$ cat config.mk
export PLATFORM = sky130hd
export DESIGN_NAME = configurable_crc_engine
export DESIGN_NICKNAME = d
export VERILOG_FILES = /design/src/hdl/cce_pkg.sv /design/src/hdl/cce_cfg_regs.sv /design/src/hdl/cce_fold.sv /design/src/hdl/configurable_crc_engine.sv
export VERILOG_INCLUDE_DIRS = /design/src /design/src/hdl
export SDC_FILE = /design/constraint.sdc
export NUM_CORES = 1
export LEC_CHECK = 0
export BUFFER_PORTS_ARGS = -buffer_cell sky130_fd_sc_hd__buf_2
export CELL_PAD_IN_SITES_DETAIL_PLACEMENT = 0
export CELL_PAD_IN_SITES_GLOBAL_PLACEMENT = 1
export CORE_ASPECT_RATIO = 1.25
export CORE_MARGIN = 5
export CORE_UTILIZATION = 52
export DETAILED_ROUTE_END_ITERATION = 6
export MAX_ROUTING_LAYER = met4
export PLACE_DENSITY_LB_ADDON = 0.15
export SYNTH_ARGS = -nofsm -noshare
export SYNTH_HDL_FRONTEND = slang
export SYNTH_SLANG_ARGS = --single-unit
$ cat constraint.sdc
create_clock -name clk -period 11.2 [get_ports clk]
set_clock_uncertainty 0.2 [all_clocks]
set_input_delay 3.36 -clock clk [delete_from_list [all_inputs] [get_ports clk]]
set_output_delay 3.36 -clock clk [all_outputs]
set_load 0.05 [all_outputs]
$ cat src/hdl/configurable_crc_engine_defines.svh
// Assertion macros shared by the CRC engine RTL.
`ifndef CONFIGURABLE_CRC_ENGINE_DEFINES_SVH
`define CONFIGURABLE_CRC_ENGINE_DEFINES_SVH

// Same-cycle implication, disabled while reset is asserted.
`define CCE_ASSERT_SAME(label, clk, rst_n, ante, cons, msg) \
	label: assert property (@(posedge clk) disable iff (!(rst_n)) (ante) |-> (cons)) \
		else $error(msg);

// Next-cycle implication, disabled while reset is asserted.
`define CCE_ASSERT_NEXT(label, clk, rst_n, ante, cons, msg) \
	label: assert property (@(posedge clk) disable iff (!(rst_n)) (ante) |=> (cons)) \
		else $error(msg);

`endif

$ cat src/hdl/cce_pkg.sv
// Types and constants of the configurable CRC engine.
package cce_pkg;

	localparam int CRC_W   = 16;
	localparam int BYTE_W  = 8;
	localparam int CFG_W   = 16;
	localparam int CFG_IDX_W = 3;

	typedef enum logic [1:0] {
		MODE_CRC8_MSB   = 2'd0,
		MODE_CRC8_LSB   = 2'd1,
		MODE_CRC16_REFL = 2'd2,
		MODE_CRC16_MSB  = 2'd3
	} crc_mode_t;

	// Register indexes of the configuration port
	localparam logic [CFG_IDX_W-1:0] REG_CRC_MODE      = 3'd0;
	localparam logic [CFG_IDX_W-1:0] REG_POLYNOMIAL    = 3'd1;
	localparam logic [CFG_IDX_W-1:0] REG_SEED_VALUE    = 3'd2;
	localparam logic [CFG_IDX_W-1:0] REG_INVERT_SEED   = 3'd3;
	localparam logic [CFG_IDX_W-1:0] REG_INVERT_RESULT = 3'd4;

	localparam crc_mode_t        RST_CRC_MODE   = MODE_CRC16_REFL;
	localparam logic [CRC_W-1:0] RST_POLYNOMIAL = 16'ha001;
	localparam logic [CRC_W-1:0] RST_SEED_VALUE = 16'hffff;

	localparam logic [CRC_W-1:0] ALL_ONES = {CRC_W{1'b1}};

	typedef struct packed {
		crc_mode_t        mode;
		logic [CRC_W-1:0] polynomial;
		logic [CRC_W-1:0] seed_value;
		logic             invert_seed;
		logic             invert_result;
	} cce_cfg_t;

	// 16-bit modes carry the seed/result inversions and the full register
	function automatic logic is_wide(input crc_mode_t mode);
		is_wide = (mode == MODE_CRC16_REFL) || (mode == MODE_CRC16_MSB);
	endfunction

endpackage

$ cat src/hdl/cce_cfg_regs.sv
// Configuration register file of the CRC engine.
module cce_cfg_regs
	import cce_pkg::*;
(
	input  logic                 clk,
	input  logic                 arst_n,
	input  logic                 cfg_we,
	input  logic [CFG_IDX_W-1:0] cfg_index,
	input  logic [CFG_W-1:0]     cfg_wdata,
	output cce_cfg_t             cfg
);

	cce_cfg_t cfg_q;

	always_ff @(posedge clk or negedge arst_n) begin
		if (!arst_n) begin
			cfg_q.mode          <= RST_CRC_MODE;
			cfg_q.polynomial    <= RST_POLYNOMIAL;
			cfg_q.seed_value    <= RST_SEED_VALUE;
			cfg_q.invert_seed   <= 1'b0;
			cfg_q.invert_result <= 1'b0;
		end else if (cfg_we) begin
			case (cfg_index)
				REG_CRC_MODE:      cfg_q.mode          <= crc_mode_t'(cfg_wdata[1:0]);
				REG_POLYNOMIAL:    cfg_q.polynomial    <= cfg_wdata[CRC_W-1:0];
				REG_SEED_VALUE:    cfg_q.seed_value    <= cfg_wdata[CRC_W-1:0];
				REG_INVERT_SEED:   cfg_q.invert_seed   <= cfg_wdata[0];
				REG_INVERT_RESULT: cfg_q.invert_result <= cfg_wdata[0];
				default: ;
			endcase
		end
	end

	assign cfg = cfg_q;

endmodule

$ cat src/hdl/cce_fold.sv
// Byte fold: seed selection, eight shift/XOR bit steps for all modes, and result inversion.
module cce_fold
	import cce_pkg::*;
(
	input  cce_cfg_t          cfg,
	input  logic [CRC_W-1:0]  acc_in,
	input  logic [BYTE_W-1:0] data_byte,
	input  logic              first_byte,
	output logic [CRC_W-1:0]  crc_next,
	output logic [CRC_W-1:0]  crc_out
);

	logic             wide;
	logic [CRC_W-1:0] acc;

	assign wide = is_wide(cfg.mode);

	always_comb begin
		acc = acc_in;
		if (first_byte) begin
			acc = cfg.seed_value ^ ((wide && cfg.invert_seed) ? ALL_ONES : '0);
		end
		if (!wide) begin
			acc[CRC_W-1:BYTE_W] = '0;
		end
	end

	always_comb begin
		logic [BYTE_W-1:0] c8;
		logic [BYTE_W-1:0] g8;
		logic [CRC_W-1:0]  c16;
		g8  = cfg.polynomial[BYTE_W-1:0];
		c8  = acc[BYTE_W-1:0] ^ data_byte;
		c16 = '0;
		crc_next = '0;
		case (cfg.mode)
			MODE_CRC8_MSB: begin
				for (int k = 0; k < BYTE_W; k++) begin
					c8 = c8[BYTE_W-1] ? ({c8[BYTE_W-2:0], 1'b0} ^ g8) : {c8[BYTE_W-2:0], 1'b0};
				end
				crc_next = {{(CRC_W-BYTE_W){1'b0}}, c8};
			end
			MODE_CRC8_LSB: begin
				// data bits line up with the register as both shift right
				for (int k = 0; k < BYTE_W; k++) begin
					c8 = c8[0] ? ({1'b0, c8[BYTE_W-1:1]} ^ g8) : {1'b0, c8[BYTE_W-1:1]};
				end
				crc_next = {{(CRC_W-BYTE_W){1'b0}}, c8};
			end
			MODE_CRC16_REFL: begin
				c16 = acc ^ {{(CRC_W-BYTE_W){1'b0}}, data_byte};
				for (int k = 0; k < BYTE_W; k++) begin
					c16 = c16[0] ? ({1'b0, c16[CRC_W-1:1]} ^ cfg.polynomial)
					             : {1'b0, c16[CRC_W-1:1]};
				end
				crc_next = c16;
			end
			MODE_CRC16_MSB: begin
				c16 = acc ^ {data_byte, {(CRC_W-BYTE_W){1'b0}}};
				for (int k = 0; k < BYTE_W; k++) begin
					c16 = c16[CRC_W-1] ? ({c16[CRC_W-2:0], 1'b0} ^ cfg.polynomial)
					                   : {c16[CRC_W-2:0], 1'b0};
				end
				crc_next = c16;
			end
			default: crc_next = '0;
		endcase
	end

	assign crc_out = crc_next ^ ((wide && cfg.invert_result) ? ALL_ONES : '0);

endmodule

$ cat src/hdl/configurable_crc_engine.sv
// Top level of the configurable CRC engine.
//
//  channel  dir  handshake           payload
//  s_*      in   s_tvalid/s_tready   tdata: data_byte, tuser: first_byte, tlast: last_byte
//  m_*      out  m_tvalid/m_tready   tdata: crc_result
//  cfg_*    in   cfg_we              cfg_index, cfg_wdata
//
// One byte per cycle while no last byte waits on m_tready; a taken byte is registered
// in the input stage and folds there, and a last byte's CRC shows on m_* the cycle after.
// The limit is the running CRC register, updated once per byte by the fold unit.
// A last byte waits in the input stage while the output register holds an
// untaken result, and the next request waits behind it; a byte that is not
// last folds without waiting on m_tready.
// Reset clears the running CRC to zero and loads the configuration defaults.
module configurable_crc_engine
	import cce_pkg::*;
(
	input  logic                 clk,
	input  logic                 arst_n,
	input  logic                 s_tvalid,
	output logic                 s_tready,
	input  logic [7:0]           s_tdata,   // [7:0] data_byte
	input  logic [0:0]           s_tuser,   // [0] first_byte
	input  logic                 s_tlast,
	output logic                 m_tvalid,
	input  logic                 m_tready,
	output logic [15:0]          m_tdata,   // [15:0] crc_result
	input  logic                 cfg_we,
	input  logic [CFG_IDX_W-1:0] cfg_index,
	input  logic [CFG_W-1:0]     cfg_wdata
);

	`include "configurable_crc_engine_defines.svh"

	cce_cfg_t cfg;

	logic              valid_s1;
	logic [BYTE_W-1:0] data_s1;
	logic              first_s1;
	logic              last_s1;
	logic [CRC_W-1:0]  running_crc_q;
	logic              m_tvalid_q;
	logic [CRC_W-1:0]  m_tdata_q;
	logic [CRC_W-1:0]  crc_next;
	logic [CRC_W-1:0]  crc_out;
	logic              out_free;
	logic              fire_s1;

	cce_cfg_regs u_cfg_regs (
		.clk       (clk),
		.arst_n    (arst_n),
		.cfg_we    (cfg_we),
		.cfg_index (cfg_index),
		.cfg_wdata (cfg_wdata),
		.cfg       (cfg)
	);

	cce_fold u_fold (
		.cfg        (cfg),
		.acc_in     (running_crc_q),
		.data_byte  (data_s1),
		.first_byte (first_s1),
		.crc_next   (crc_next),
		.crc_out    (crc_out)
	);

	assign out_free = !m_tvalid_q || m_tready;
	assign fire_s1  = valid_s1 && (!last_s1 || out_free);
	assign s_tready = !valid_s1 || fire_s1;

	always_ff @(posedge clk or negedge arst_n) begin
		if (!arst_n) begin
			valid_s1 <= 1'b0;
		end else if (s_tvalid && s_tready) begin
			valid_s1 <= 1'b1;
		end else if (fire_s1) begin
			valid_s1 <= 1'b0;
		end
	end

	always_ff @(posedge clk) begin
		if (s_tvalid && s_tready) begin
			data_s1  <= s_tdata;
			first_s1 <= s_tuser[0];
			last_s1  <= s_tlast;
		end
	end

	always_ff @(posedge clk or negedge arst_n) begin
		if (!arst_n) begin
			running_crc_q <= '0;
		end else if (fire_s1) begin
			running_crc_q <= crc_next;
		end
	end

	always_ff @(posedge clk or negedge arst_n) begin
		if (!arst_n) begin
			m_tvalid_q <= 1'b0;
		end else if (fire_s1 && last_s1) begin
			m_tvalid_q <= 1'b1;
		end else if (m_tready) begin
			m_tvalid_q <= 1'b0;
		end
	end

	always_ff @(posedge clk) begin
		if (fire_s1 && last_s1) begin
			m_tdata_q <= crc_out;
		end
	end

	assign m_tvalid = m_tvalid_q;
	assign m_tdata  = m_tdata_q;

	`CCE_ASSERT_NEXT(a_result_loaded, clk, arst_n, fire_s1 && last_s1,
		m_tvalid && (m_tdata == $past(crc_out)), "finished CRC not presented")
	`CCE_ASSERT_SAME(a_last_waits, clk, arst_n, valid_s1 && last_s1 && !out_free,
		!s_tready && !fire_s1, "last byte folded over an untaken result")
	`CCE_ASSERT_NEXT(a_crc_hold, clk, arst_n, !fire_s1,
		$stable(running_crc_q), "running CRC changed without a byte")
	`CCE_ASSERT_SAME(a_crc8_upper, clk, arst_n, fire_s1 && !is_wide(cfg.mode),
		crc_next[CRC_W-1:BYTE_W] == '0, "upper CRC bits set in 8-bit mode")

endmodule

==> metrics.cfg, run 1 <==
[outcome]
outcome = complete, no violations

[cells_and_area]
final_common_cell = nand2_1
area_delta_synth_final_pct = 4.31
nets = 1449
num-fill-cells = 2068
layout_common_cells = nand2_1, xnor2_1, nor2_1, o21ai_0, a21oi_1
multi_input_area_mm2 = 0.00868
register_area_mm2 = 0.00216
drive_gt1_share_pct = 14.6
diodes = 0

[sta]
fin_crit_sh_pct = 69.0
fin_crit_ps = 7730
rsz0062_at_grt = false
drv_slew = 0
hold_viol = 0
fin_tns_setup_ps = 0
slew_headroom_pct = 20.6
worstMarginPinSlew_ps = 1180
finalSetupViolations = 0
fmax_ghz = 0.129

[placement]
hpwl_mm = 26.9
portBuffers = 51
gp_congestion = 0.943

[cts]
clock_latency_ps = 350
cts_tree = built
clock_path_buffers = 2
post-cts-setup-buffers = 0
hold_buffers = 0
cts_root_buf = clkbuf_16
cts_sinks = 80
cts_made_buffers = 9
clk_pin_slew_ps = 70
post_cts_resized = 0
h-tree-depth = 3

[synthesis]
yosysTopAreaCellShare_pct = 15.7
ys_top_cells_by_area = xnor2_1, nand2_1, dfrtp_1
synthCells = 1459
synthArstFlopShare_pct = 67.5
ys_types = 108
syn-cell-area_mm2 = 0.0115
synth_nets = 1493
synthFlopType = dfrtp_1
yosys.area.top_type = xnor2_1
ys_seq_area_share_pct = 18.8
ys_seq_elements = 80
postSynthAreaPerCell_um2 = 7.85
synth_edf_count = 26
synth-warning-count = 0

[routing]
drc = 0
finalWirelength_mm = 37.8
dr.pass1.iters = 5
viasPerCell = 6.34
via_count = 10800
wl_per_cell_um = 22.2
drt_iter0_markers = 1038
postRouteAntennaNets = 0

[global_route]
overflow = 0
grtUsageTotal_pct = 30.8
grt_pass1_vias = 10300
grt_antenna_before_repair = 0
grt_pass1_wl_mm = 59.1
grt_max_degree = 68

[die]
die-height_um = 176
dieArea_mm2 = 0.0251
num_rows = 60
initial_core_util_pct = 53.0
die_x_um = 143
io_pins = 52
core_area_mm2 = 0.0216

[critical_path]
critPathMaxFanout = 36
end_kind = register
startpoint = u_cfg_regs.cfg[35]$_DFFE_PN1P_
required_ps = 11080
cpPeakStageDelay_ps = 1030
start_kind = register
crit_slowest_cell = dfstp_2
r2r-start = u_cfg_regs.cfg[35]$_DFFE_PN1P_
crit_type = reg -> reg
crit_chain = inv_2 -> a211o_1 -> or2_0 -> a32o_1 -> or3_1 -> nand2_2 -> xnor3_1 -> o211a_1 -> nor2_1 -> nand2_1 -> mux2i_1 -> xnor3_1 -> nand2_1 -> xor2_1 -> a22o_1 -> a221o_1 -> xnor2_1
critPathArrivalTime_ps = 7610

[run]
maxCapViolCount = 0

[worst_hold_path]
hp-start = running_crc_q[5]$_DFFE_PN0P_
hp-class = reg -> reg

## worst max-delay path: cells and delay by family (launching register included)
kind	cells	cell delay [ps]
buffers and inverters	1	380
multiplexers	1	220
flip-flops	1	1030
AO/OA/AOI/OAI	5	1660
AND/OR/NAND/NOR	6	2320
XOR/XNOR	4	1620
## registers in the layout, summed over array words and instances, names as in the netlist
register,flops
u_cfg_regs.cfg,36
m_tdata,16
running_crc_q,16
data_s1,8
first_s1,1
last_s1,1
m_tvalid,1
valid_s1,1
## Yosys cell counts, types with 16 or more instances
master	number
a211oi_1	32
a21oi_1	64
a32oi_1	21
buf_2	16
clkbuf_1	88
dfrtp_1	34
dfstp_2	20
edfxtp_1	26
mux2_2	32
mux2i_1	30
nand2_1	280
nand3_1	50
nor2_1	92
nor3_1	17
o21ai_0	69
xnor2_1	206
xor2_1	40
## stage by stage
stage               cells  area [µm²]  hold slack [ps]  setup slack, ps  utilization (%)
finish               1699       12000              363             3470             55.3
global route         1699       12000              386             2980             55.3
CTS                  1699       12000              356             3520             55.3
detailed placement   1683       11700              340             3540             53.9
global placement     1683       11700              349             3660             53.9
floorplan            1459       11500              250             3690                -
## worst paths after layout
path | slack [ps] | endpoint | cells past startpoint
min in group asynchronous | 2950 | u_cfg_regs.cfg[23]$_DFFE_PN0P_ | 2
worst min-delay path | 360 | running_crc_q[5]$_DFFE_PN0P_ | 2
worst max register to register | 3470 | m_tdata[1]$_DFFE_PP_ | 17
worst min register to register | 360 | running_crc_q[5]$_DFFE_PN0P_ | 2
worst max-delay path | 3470 | m_tdata[1]$_DFFE_PP_ | 17
max in group asynchronous | 7350 | u_cfg_regs.cfg[25]$_DFFE_PN0P_ | 2
## final cells by class
cell class,count,area share [%]
clock buffer,9,1.88
clock inverter,7,0.649
inverter,17,0.534
multi-input combinational,1237,72.6
sequential,80,18.1
tap,279,2.92
timing repair buffer,70,3.33
## metal layers
| layer | global-route usage, % | share of wire [%] | vias up |
|---|---|---|---|
| li1 | - | - | 5093 |
| met1 | 37.4 | 40 | 5185 |
| met2 | 50.4 | 49 | 391 |
| met3 | 3.22 | 5.4 | 107 |
| met4 | 15.7 | 5.6 | 0 |
| met5 | - | 0 | - |
## logic make-up (layout without fill, tap and decap cells)
logic type	Yosys count	after routing	share of synthesized area, %
AO/OA/AOI/OAI	365	365	24.6
XOR/XNOR	276	276	24.3
buffers and inverters	142	103	5.42
flip-flops	80	80	18.8
multiplexers	65	65	6.22
AND/OR/NAND/NOR	531	531	20.6
Power of run 1 is left out: the tool's default activity adds up to more than one toggle a clock period on the data nets, which glitch-free logic cannot reach.
==> run 2, diff against run 1 <==
- CORE_UTILIZATION: 52 -> 48
- clock period: 11.2 -> 7.7 ns (I/O delays scaled with it)
==> run 2 against run 1 <==
  * Via count increased by 1.5%
  * Register-to-register slack worse by 2500 ps
  * Critical path depth unchanged
  * Non-clock buffer count up 23
  * Hold slack gained 21 ps
  * Global-route usage shrank 0.40 points
  * First-iteration DRC count shrank 1.2%
  * Count of clock-buffer cells in the layout is 1 higher
  * Largest cell class unchanged
==> metrics.cfg, run 2 (synthesized netlist as in run 1, its figures left out) <==
[sta]
worstMarginPinSlew_ps = 1220  ; was 1180 ps
fmax_ghz = 0.149  ; was 0.129 GHz
drv_slew = 0  ; unchanged
fin_crit_sh_pct = 87.4  ; was 69.0%
slew_headroom_pct = 18.8  ; was 20.6%
fin_tns_setup_ps = 0  ; unchanged
rsz0062_at_grt = false  ; unchanged
fin_crit_ps = 6730  ; was 7730 ps
hold_viol = 0  ; unchanged
finalSetupViolations = 0  ; unchanged

[die]
num_rows = 63  ; was 60
dieArea_mm2 = 0.0271  ; was 0.0251 mm²
die-height_um = 183  ; was 176 µm
core_area_mm2 = 0.0236  ; was 0.0216 mm²
io_pins = 52  ; unchanged
initial_core_util_pct = 48.5  ; was 53.0%
die_x_um = 148  ; was 143 µm

[run]
maxCapViolCount = 0  ; unchanged

[cts]
clock_latency_ps = 350  ; about the same
post-cts-setup-buffers = 0  ; unchanged
cts_root_buf = clkbuf_16  ; unchanged
post_cts_resized = 0  ; unchanged
hold_buffers = 0  ; unchanged
cts_sinks = 80  ; unchanged
cts_tree = built  ; unchanged
clock_path_buffers = 2  ; unchanged
clk_pin_slew_ps = 60  ; was 70 ps
h-tree-depth = 3  ; unchanged
cts_made_buffers = 9  ; unchanged

[critical_path]
crit_type = reg -> reg  ; unchanged
startpoint = first_s1$_DFFE_PP_  ; was u_cfg_regs.cfg[35]$_DFFE_PN1P_
r2r-start = first_s1$_DFFE_PP_  ; was u_cfg_regs.cfg[35]$_DFFE_PN1P_
end_kind = register  ; unchanged
start_kind = register  ; unchanged
required_ps = 7610  ; was 11080 ps
critPathArrivalTime_ps = 6640  ; was 7610 ps
critPathMaxFanout = 23  ; was 36
worstRegToRegCells = 17  ; unchanged

[cells_and_area]
nets = 1472  ; was 1449
area_delta_synth_final_pct = 6.05  ; was 4.31%
multi_input_area_mm2 = 0.00868  ; unchanged
layout_common_cells = nand2_1, xnor2_1, nor2_1, o21ai_0, a21oi_1  ; unchanged
num-fill-cells = 2334  ; was 2068
register_area_mm2 = 0.00216  ; unchanged
final_common_cell = nand2_1  ; unchanged
drive_gt1_share_pct = 15.9  ; was 14.6%
diodes = 0  ; unchanged
largest_reg_flops = 36  ; unchanged

[global_route]
grt_antenna_before_repair = 0  ; unchanged
grt.busiest_layer = met2  ; unchanged
grtUsageTotal_pct = 30.4  ; was 30.8%
grt_max_degree = 55  ; was 68
grt_pass1_wl_mm = 62.3  ; was 59.1 mm
grt.met3_usage_pct = 2.60  ; was 3.22%
overflow = 0  ; unchanged
grt_pass1_vias = 10400  ; was 10.3k
met2_usage_pct = 51.3  ; was 50.4%
grtUsageMet1_pct = 37.1  ; was 37.4%

[routing]
wl_per_cell_um = 23.1  ; was 22.2 µm
finalWirelength_mm = 40.1  ; was 37.8 mm
postRouteAntennaNets = 0  ; unchanged
drc = 0  ; unchanged
dr.pass1.iters = 5  ; unchanged
drt_iter0_markers = 1026  ; was 1038
via_count = 10900  ; was 10.8k
viasPerCell = 6.30  ; was 6.34

[outcome]
outcome = complete, no violations  ; unchanged

[placement]
portBuffers = 51  ; unchanged
gp_congestion = 0.919  ; was 0.943
hpwl_mm = 29.3  ; was 26.9 mm

[worst_hold_path]
hp-class = reg -> reg  ; unchanged
min_delay_path_depth = 2  ; unchanged
hp-start = last_s1$_DFFE_PP_  ; was running_crc_q[5]$_DFFE_PN0P_

==> run 2: cell count changes in the layout (fill, tap and decap cells not counted), sizes merged <==
cell | previous run | this run
clkinvlp | 1 | 0
buf | 70 | 93
clkinv | 6 | 7
clkbuf | 9 | 10
inv | 16 | 14
bufinv | 1 | 2
==> run 2: per-layer routing <==
| metal | up-vias | part of all wire [%] |
|---|---|---|
| met5 | - | 0 |
| met1 | 5334 | 41 |
| met3 | 87 | 4.6 |
| met2 | 385 | 50 |
| met4 | 0 | 4.8 |
| li1 | 5128 | - |
==> run 2: critical path, cell delays in order (launching register included) <==
cell and delay (ps):
edfxtp_1 880, buf_4 370, a31oi_4 210, xnor2_1 890, nand2_1 170, a311o_1 420, nand2_1 400, xor2_1 310
mux2i_1 300, and2_1 400, a2bb2oi_2 130, xnor2_2 440, xnor2_2 240, nand2_1 120, xnor3_1 450, nor3_1 240
nor2_1 70, mux2_2 260
==> run 2: through the flow <==
step	hold WS, ps	instance area [µm²]	utilization (%)	setup WS (ps)	instances
2_1_floorplan	250	11500	-	2290	1459
3_3_place_gp	359	11800	50.1	1170	1719
3_5_place_dp	356	11800	50.1	1050	1719
4_1_cts	376	12200	51.4	1030	1735
5_1_grt	386	12200	51.4	472	1735
6_report	384	12200	51.4	967	1735
==> run 2: worst paths after layout <==
path / endpoint / slack, ps
setup reg to reg: m_tdata[5]$_DFFE_PP_ / 970
min in group asynchronous: u_cfg_regs.cfg[21]$_DFFE_PN0P_ / 1910
hold / removal: valid_s1$_DFFE_PN0P_ / 380
max in group asynchronous: u_cfg_regs.cfg[25]$_DFFE_PN0P_ / 4860
setup / recovery: m_tdata[5]$_DFFE_PP_ / 970
hold reg to reg: valid_s1$_DFFE_PN0P_ / 380
==> run 2: cell type report <==
cell class / instances / area share (%)
Clock buffer: 10 / 1.88
Clock inverter: 6 / 0.690
Inverter: 17 / 0.525
Multi-Input combinational cell: 1237 / 71.4
Sequential cell: 80 / 17.8
Tap cell: 292 / 3.01
Timing Repair Buffer: 93 / 4.69
Power of run 2 is left out for the same reason.
==> run 3, diff against run 2 <==
- ABC_AREA: unset -> 1
- CORE_UTILIZATION: 48 -> 45
==> run 3 against run 2 <==
  * Cell count increased by 12%
  * Maximum frequency increased by 10%
  * Worst setup slack improved by 630 ps
  * Sequential share of layout area increased by 2.3 points
  * First-iteration DRC count decreased by 29%
  * Via count decreased by 6.5%
  * Critical path type unchanged
  * Global-route usage decreased by 1.9 points
  * Critical path depth increased by 16
  * Synthesized cell count increased by 14%
  * Routed wire length decreased by 13%
  * Flip-flop and latch count unchanged
  * Count of clock-buffer cells in the layout decreased by 1
==> metrics.cfg, run 3 <==
[outcome]
outcome = complete, no violations  ; unchanged

[synthesis]
yosys.area.top_type = nand2_1  ; was xnor2_1
synthArstFlopShare_pct = 67.5  ; unchanged
syn-cell-area_mm2 = 0.0102  ; was 0.0115 mm²
yosysTopAreaCellShare_pct = 22.2  ; was 15.7%
synthCells = 1666  ; was 1459
synth_edf_count = 26  ; unchanged
synthTopCellsByCount = nand2_1, nand3_1, inv_1  ; was nand2_1, xnor2_1, nor2_1
ys_seq_elements = 80  ; unchanged
synth-warning-count = 0  ; unchanged
ys_types = 38  ; was 108
ys_seq_area_share_pct = 21.2  ; was 18.8%
postSynthAreaPerCell_um2 = 6.11  ; was 7.85 µm²
synth_most_common_cell = nand2_1  ; unchanged
synth_nets = 1700  ; was 1493
synthFlopType = dfrtp_1  ; unchanged
ys_top_cells_by_area = nand2_1, nand3_1, xnor2_1  ; was xnor2_1, nand2_1, dfrtp_1

[placement]
hpwl_mm = 26.7  ; was 29.3 mm
portBuffers = 51  ; unchanged
gp_congestion = 0.983  ; was 0.919

[die]
num_rows = 61  ; was 63
dieArea_mm2 = 0.0257  ; was 0.0271 mm²
core_area_mm2 = 0.0223  ; was 0.0236 mm²
initial_core_util_pct = 45.7  ; was 48.5%
die_x_um = 145  ; was 148 µm
die-height_um = 178  ; was 183 µm
io_pins = 52  ; unchanged

[routing]
postRouteAntennaNets = 0  ; unchanged
drt_iter0_markers = 731  ; was 1026
wl_per_cell_um = 18.0  ; was 23.1 µm
finalWirelength_mm = 35.0  ; was 40.1 mm
via_count = 10200  ; was 10.9k
dr.pass1.iters = 5  ; unchanged
drc = 0  ; unchanged
viasPerCell = 5.24  ; was 6.30

[global_route]
grt_pass1_vias = 9622  ; was 10.4k
grtUsageTotal_pct = 28.5  ; was 30.4%
grt_antenna_before_repair = 0  ; unchanged
grt_pass1_wl_mm = 54.8  ; was 62.3 mm
overflow = 0  ; unchanged
grt_max_degree = 55  ; unchanged

[cts]
h-tree-depth = 3  ; unchanged
clock_latency_ps = 360  ; was 350 ps
cts_made_buffers = 9  ; unchanged
post_cts_resized = 0  ; unchanged
cts_tree = built  ; unchanged
clk_pin_slew_ps = 70  ; was 60 ps
cts_sinks = 80  ; unchanged
cts_root_buf = clkbuf_16  ; unchanged
post-cts-setup-buffers = 0  ; unchanged
clock_path_buffers = 2  ; unchanged
hold_buffers = 0  ; unchanged

[power]
switching_share_pct = 58.5
power_density_mw_per_mm2 = 495
p_int_mw = 2.21
p_leak_nw = 5.36
power_switching_mw = 3.11
power.share.sequential_pct = 13.2
comb_power_share_pct = 77.3
pwr-share-clk_pct = 9.6
irDropWorstVdd_mv = 0.359

[worst_hold_path]
hp-start = running_crc_q[2]$_DFFE_PN0P_  ; was last_s1$_DFFE_PP_
hp-class = reg -> reg  ; unchanged

[critical_path]
startpoint = first_s1$_DFFE_PP_  ; unchanged
start_kind = register  ; unchanged
crit_slowest_cell = edfxtp_1  ; was xnor2_1
critPathMaxFanout = 27  ; was 23
cpPeakStageDelay_ps = 1000  ; was 890 ps
r2r-start = first_s1$_DFFE_PP_  ; unchanged
end_kind = register  ; unchanged
critPathArrivalTime_ps = 6020  ; was 6640 ps
crit_type = reg -> reg  ; unchanged
crit_top_cell = nand2_1  ; unchanged
required_ps = 7620  ; was 7610 ps

[sta]
fin_crit_sh_pct = 79.3  ; was 87.4%
fin_crit_ps = 6100  ; was 6730 ps
worstMarginPinSlew_ps = 1040  ; was 1220 ps
hold_viol = 0  ; unchanged
slew_headroom_pct = 30.6  ; was 18.8%
rsz0062_at_grt = false  ; unchanged
fmax_ghz = 0.164  ; was 0.149 GHz
fin_tns_setup_ps = 0  ; unchanged
hold_slack_ps = 285  ; was 384 ps
finalSetupViolations = 0  ; unchanged
drv_slew = 0  ; unchanged

[cells_and_area]
drive_gt1_share_pct = 12.2  ; was 15.9%
diodes = 0  ; unchanged
area_delta_synth_final_pct = 5.64  ; was 6.05%
largest_reg_flops = 36  ; unchanged
nets = 1695  ; was 1472
layout_common_cells = nand2_1, nand3_1, inv_1, nor2_1, xnor2_1  ; was nand2_1, xnor2_1, nor2_1, o21ai_0, a21oi_1
final_common_cell = nand2_1  ; unchanged

[run]
maxCapViolCount = 0  ; unchanged

run 3: cell count changes after synthesis, sizes merged, moves of 44 or more:
cell    before  now
xor2        43   87
nand2      283  650
a21oi       65    8
inv         14  163
xnor2      218  112
nand3       50  235
clkbuf      88   29
run 3: area by class of cell:
class | instances | area [µm²]
Sequential cell | 80 | 2160
Inverter | 168 | 631
Tap cell | 283 | 354
Clock buffer | 9 | 225
Timing Repair Buffer | 64 | 353
Multi-Input combinational cell | 1338 | 6920
Clock inverter | 7 | 109
Fill cell | 2397 | 11500
run 3: logic make-up after synthesis:
logic type | count (synthesis) | synth area share, %
AND/OR/NAND/NOR | 1047 | 45.8
buffers and inverters | 248 | 10.8
XOR/XNOR | 199 | 17.5
AO/OA/AOI/OAI | 92 | 4.77
flip-flops | 80 | 21.2
run 3: power by group through the flow:
stage / Clock [mW] / Sequential (mW) / Combinational [mW]
2_1_floorplan: 0 / 0.716 / 3.25
3_3_place_gp: 0 / 0.705 / 4.04
3_5_place_dp: 0 / 0.707 / 4.08
4_1_cts: 0.516 / 0.699 / 4.09
5_1_grt: 0.534 / 0.710 / 4.57
6_report: 0.509 / 0.700 / 4.11
run 3: worst paths after layout:
check,endpoint,slack [ps],depth (start not counted)
min in group asynchronous,valid_s1$_DFFE_PN0P_,1860,2
min reg2reg,running_crc_q[2]$_DFFE_PN0P_,290,2
max in group asynchronous,u_cfg_regs.cfg[21]$_DFFE_PN0P_,4990,2
max,m_tdata[1]$_DFFE_PP_,1600,33
max reg2reg,m_tdata[1]$_DFFE_PP_,1600,33
min,running_crc_q[2]$_DFFE_PN0P_,290,2
run 3: metal layers:
metal	vias up	share of wire (%)	GRT usage, %
met5	-	0	-
met3	88	4.5	2.79
met1	4670	42	34.5
li1	5190	-	-
met2	274	49	48.5
met4	0	5.1	11.6
run 3: per-stage QoR:
| stage | total power, mW | utilization (%) | worst slack (ps) | cell area, µm² | instances |
|---|---|---|---|---|---|
| after global routing | 5.82 | 48.2 | 1100 | 10800 | 1949 |
| after detailed placement | 4.78 | 46.7 | 1710 | 10400 | 1933 |
| after floorplan | 3.97 | - | 2310 | 10200 | 1666 |
| final | 5.32 | 48.2 | 1600 | 10800 | 1949 |
| after CTS | 5.31 | 48.2 | 1670 | 10800 | 1949 |
| after global placement | 4.75 | 46.7 | 1730 | 10400 | 1933 |
run 3: worst max-delay path, delay by kind of cell, from the launching register on:
kind            cells  cell delay (ps)
compound gates      1              240
buf+inv             4              690
flops               1             1000
simple gates       28             3670
(Power assumes the default switching activity.)
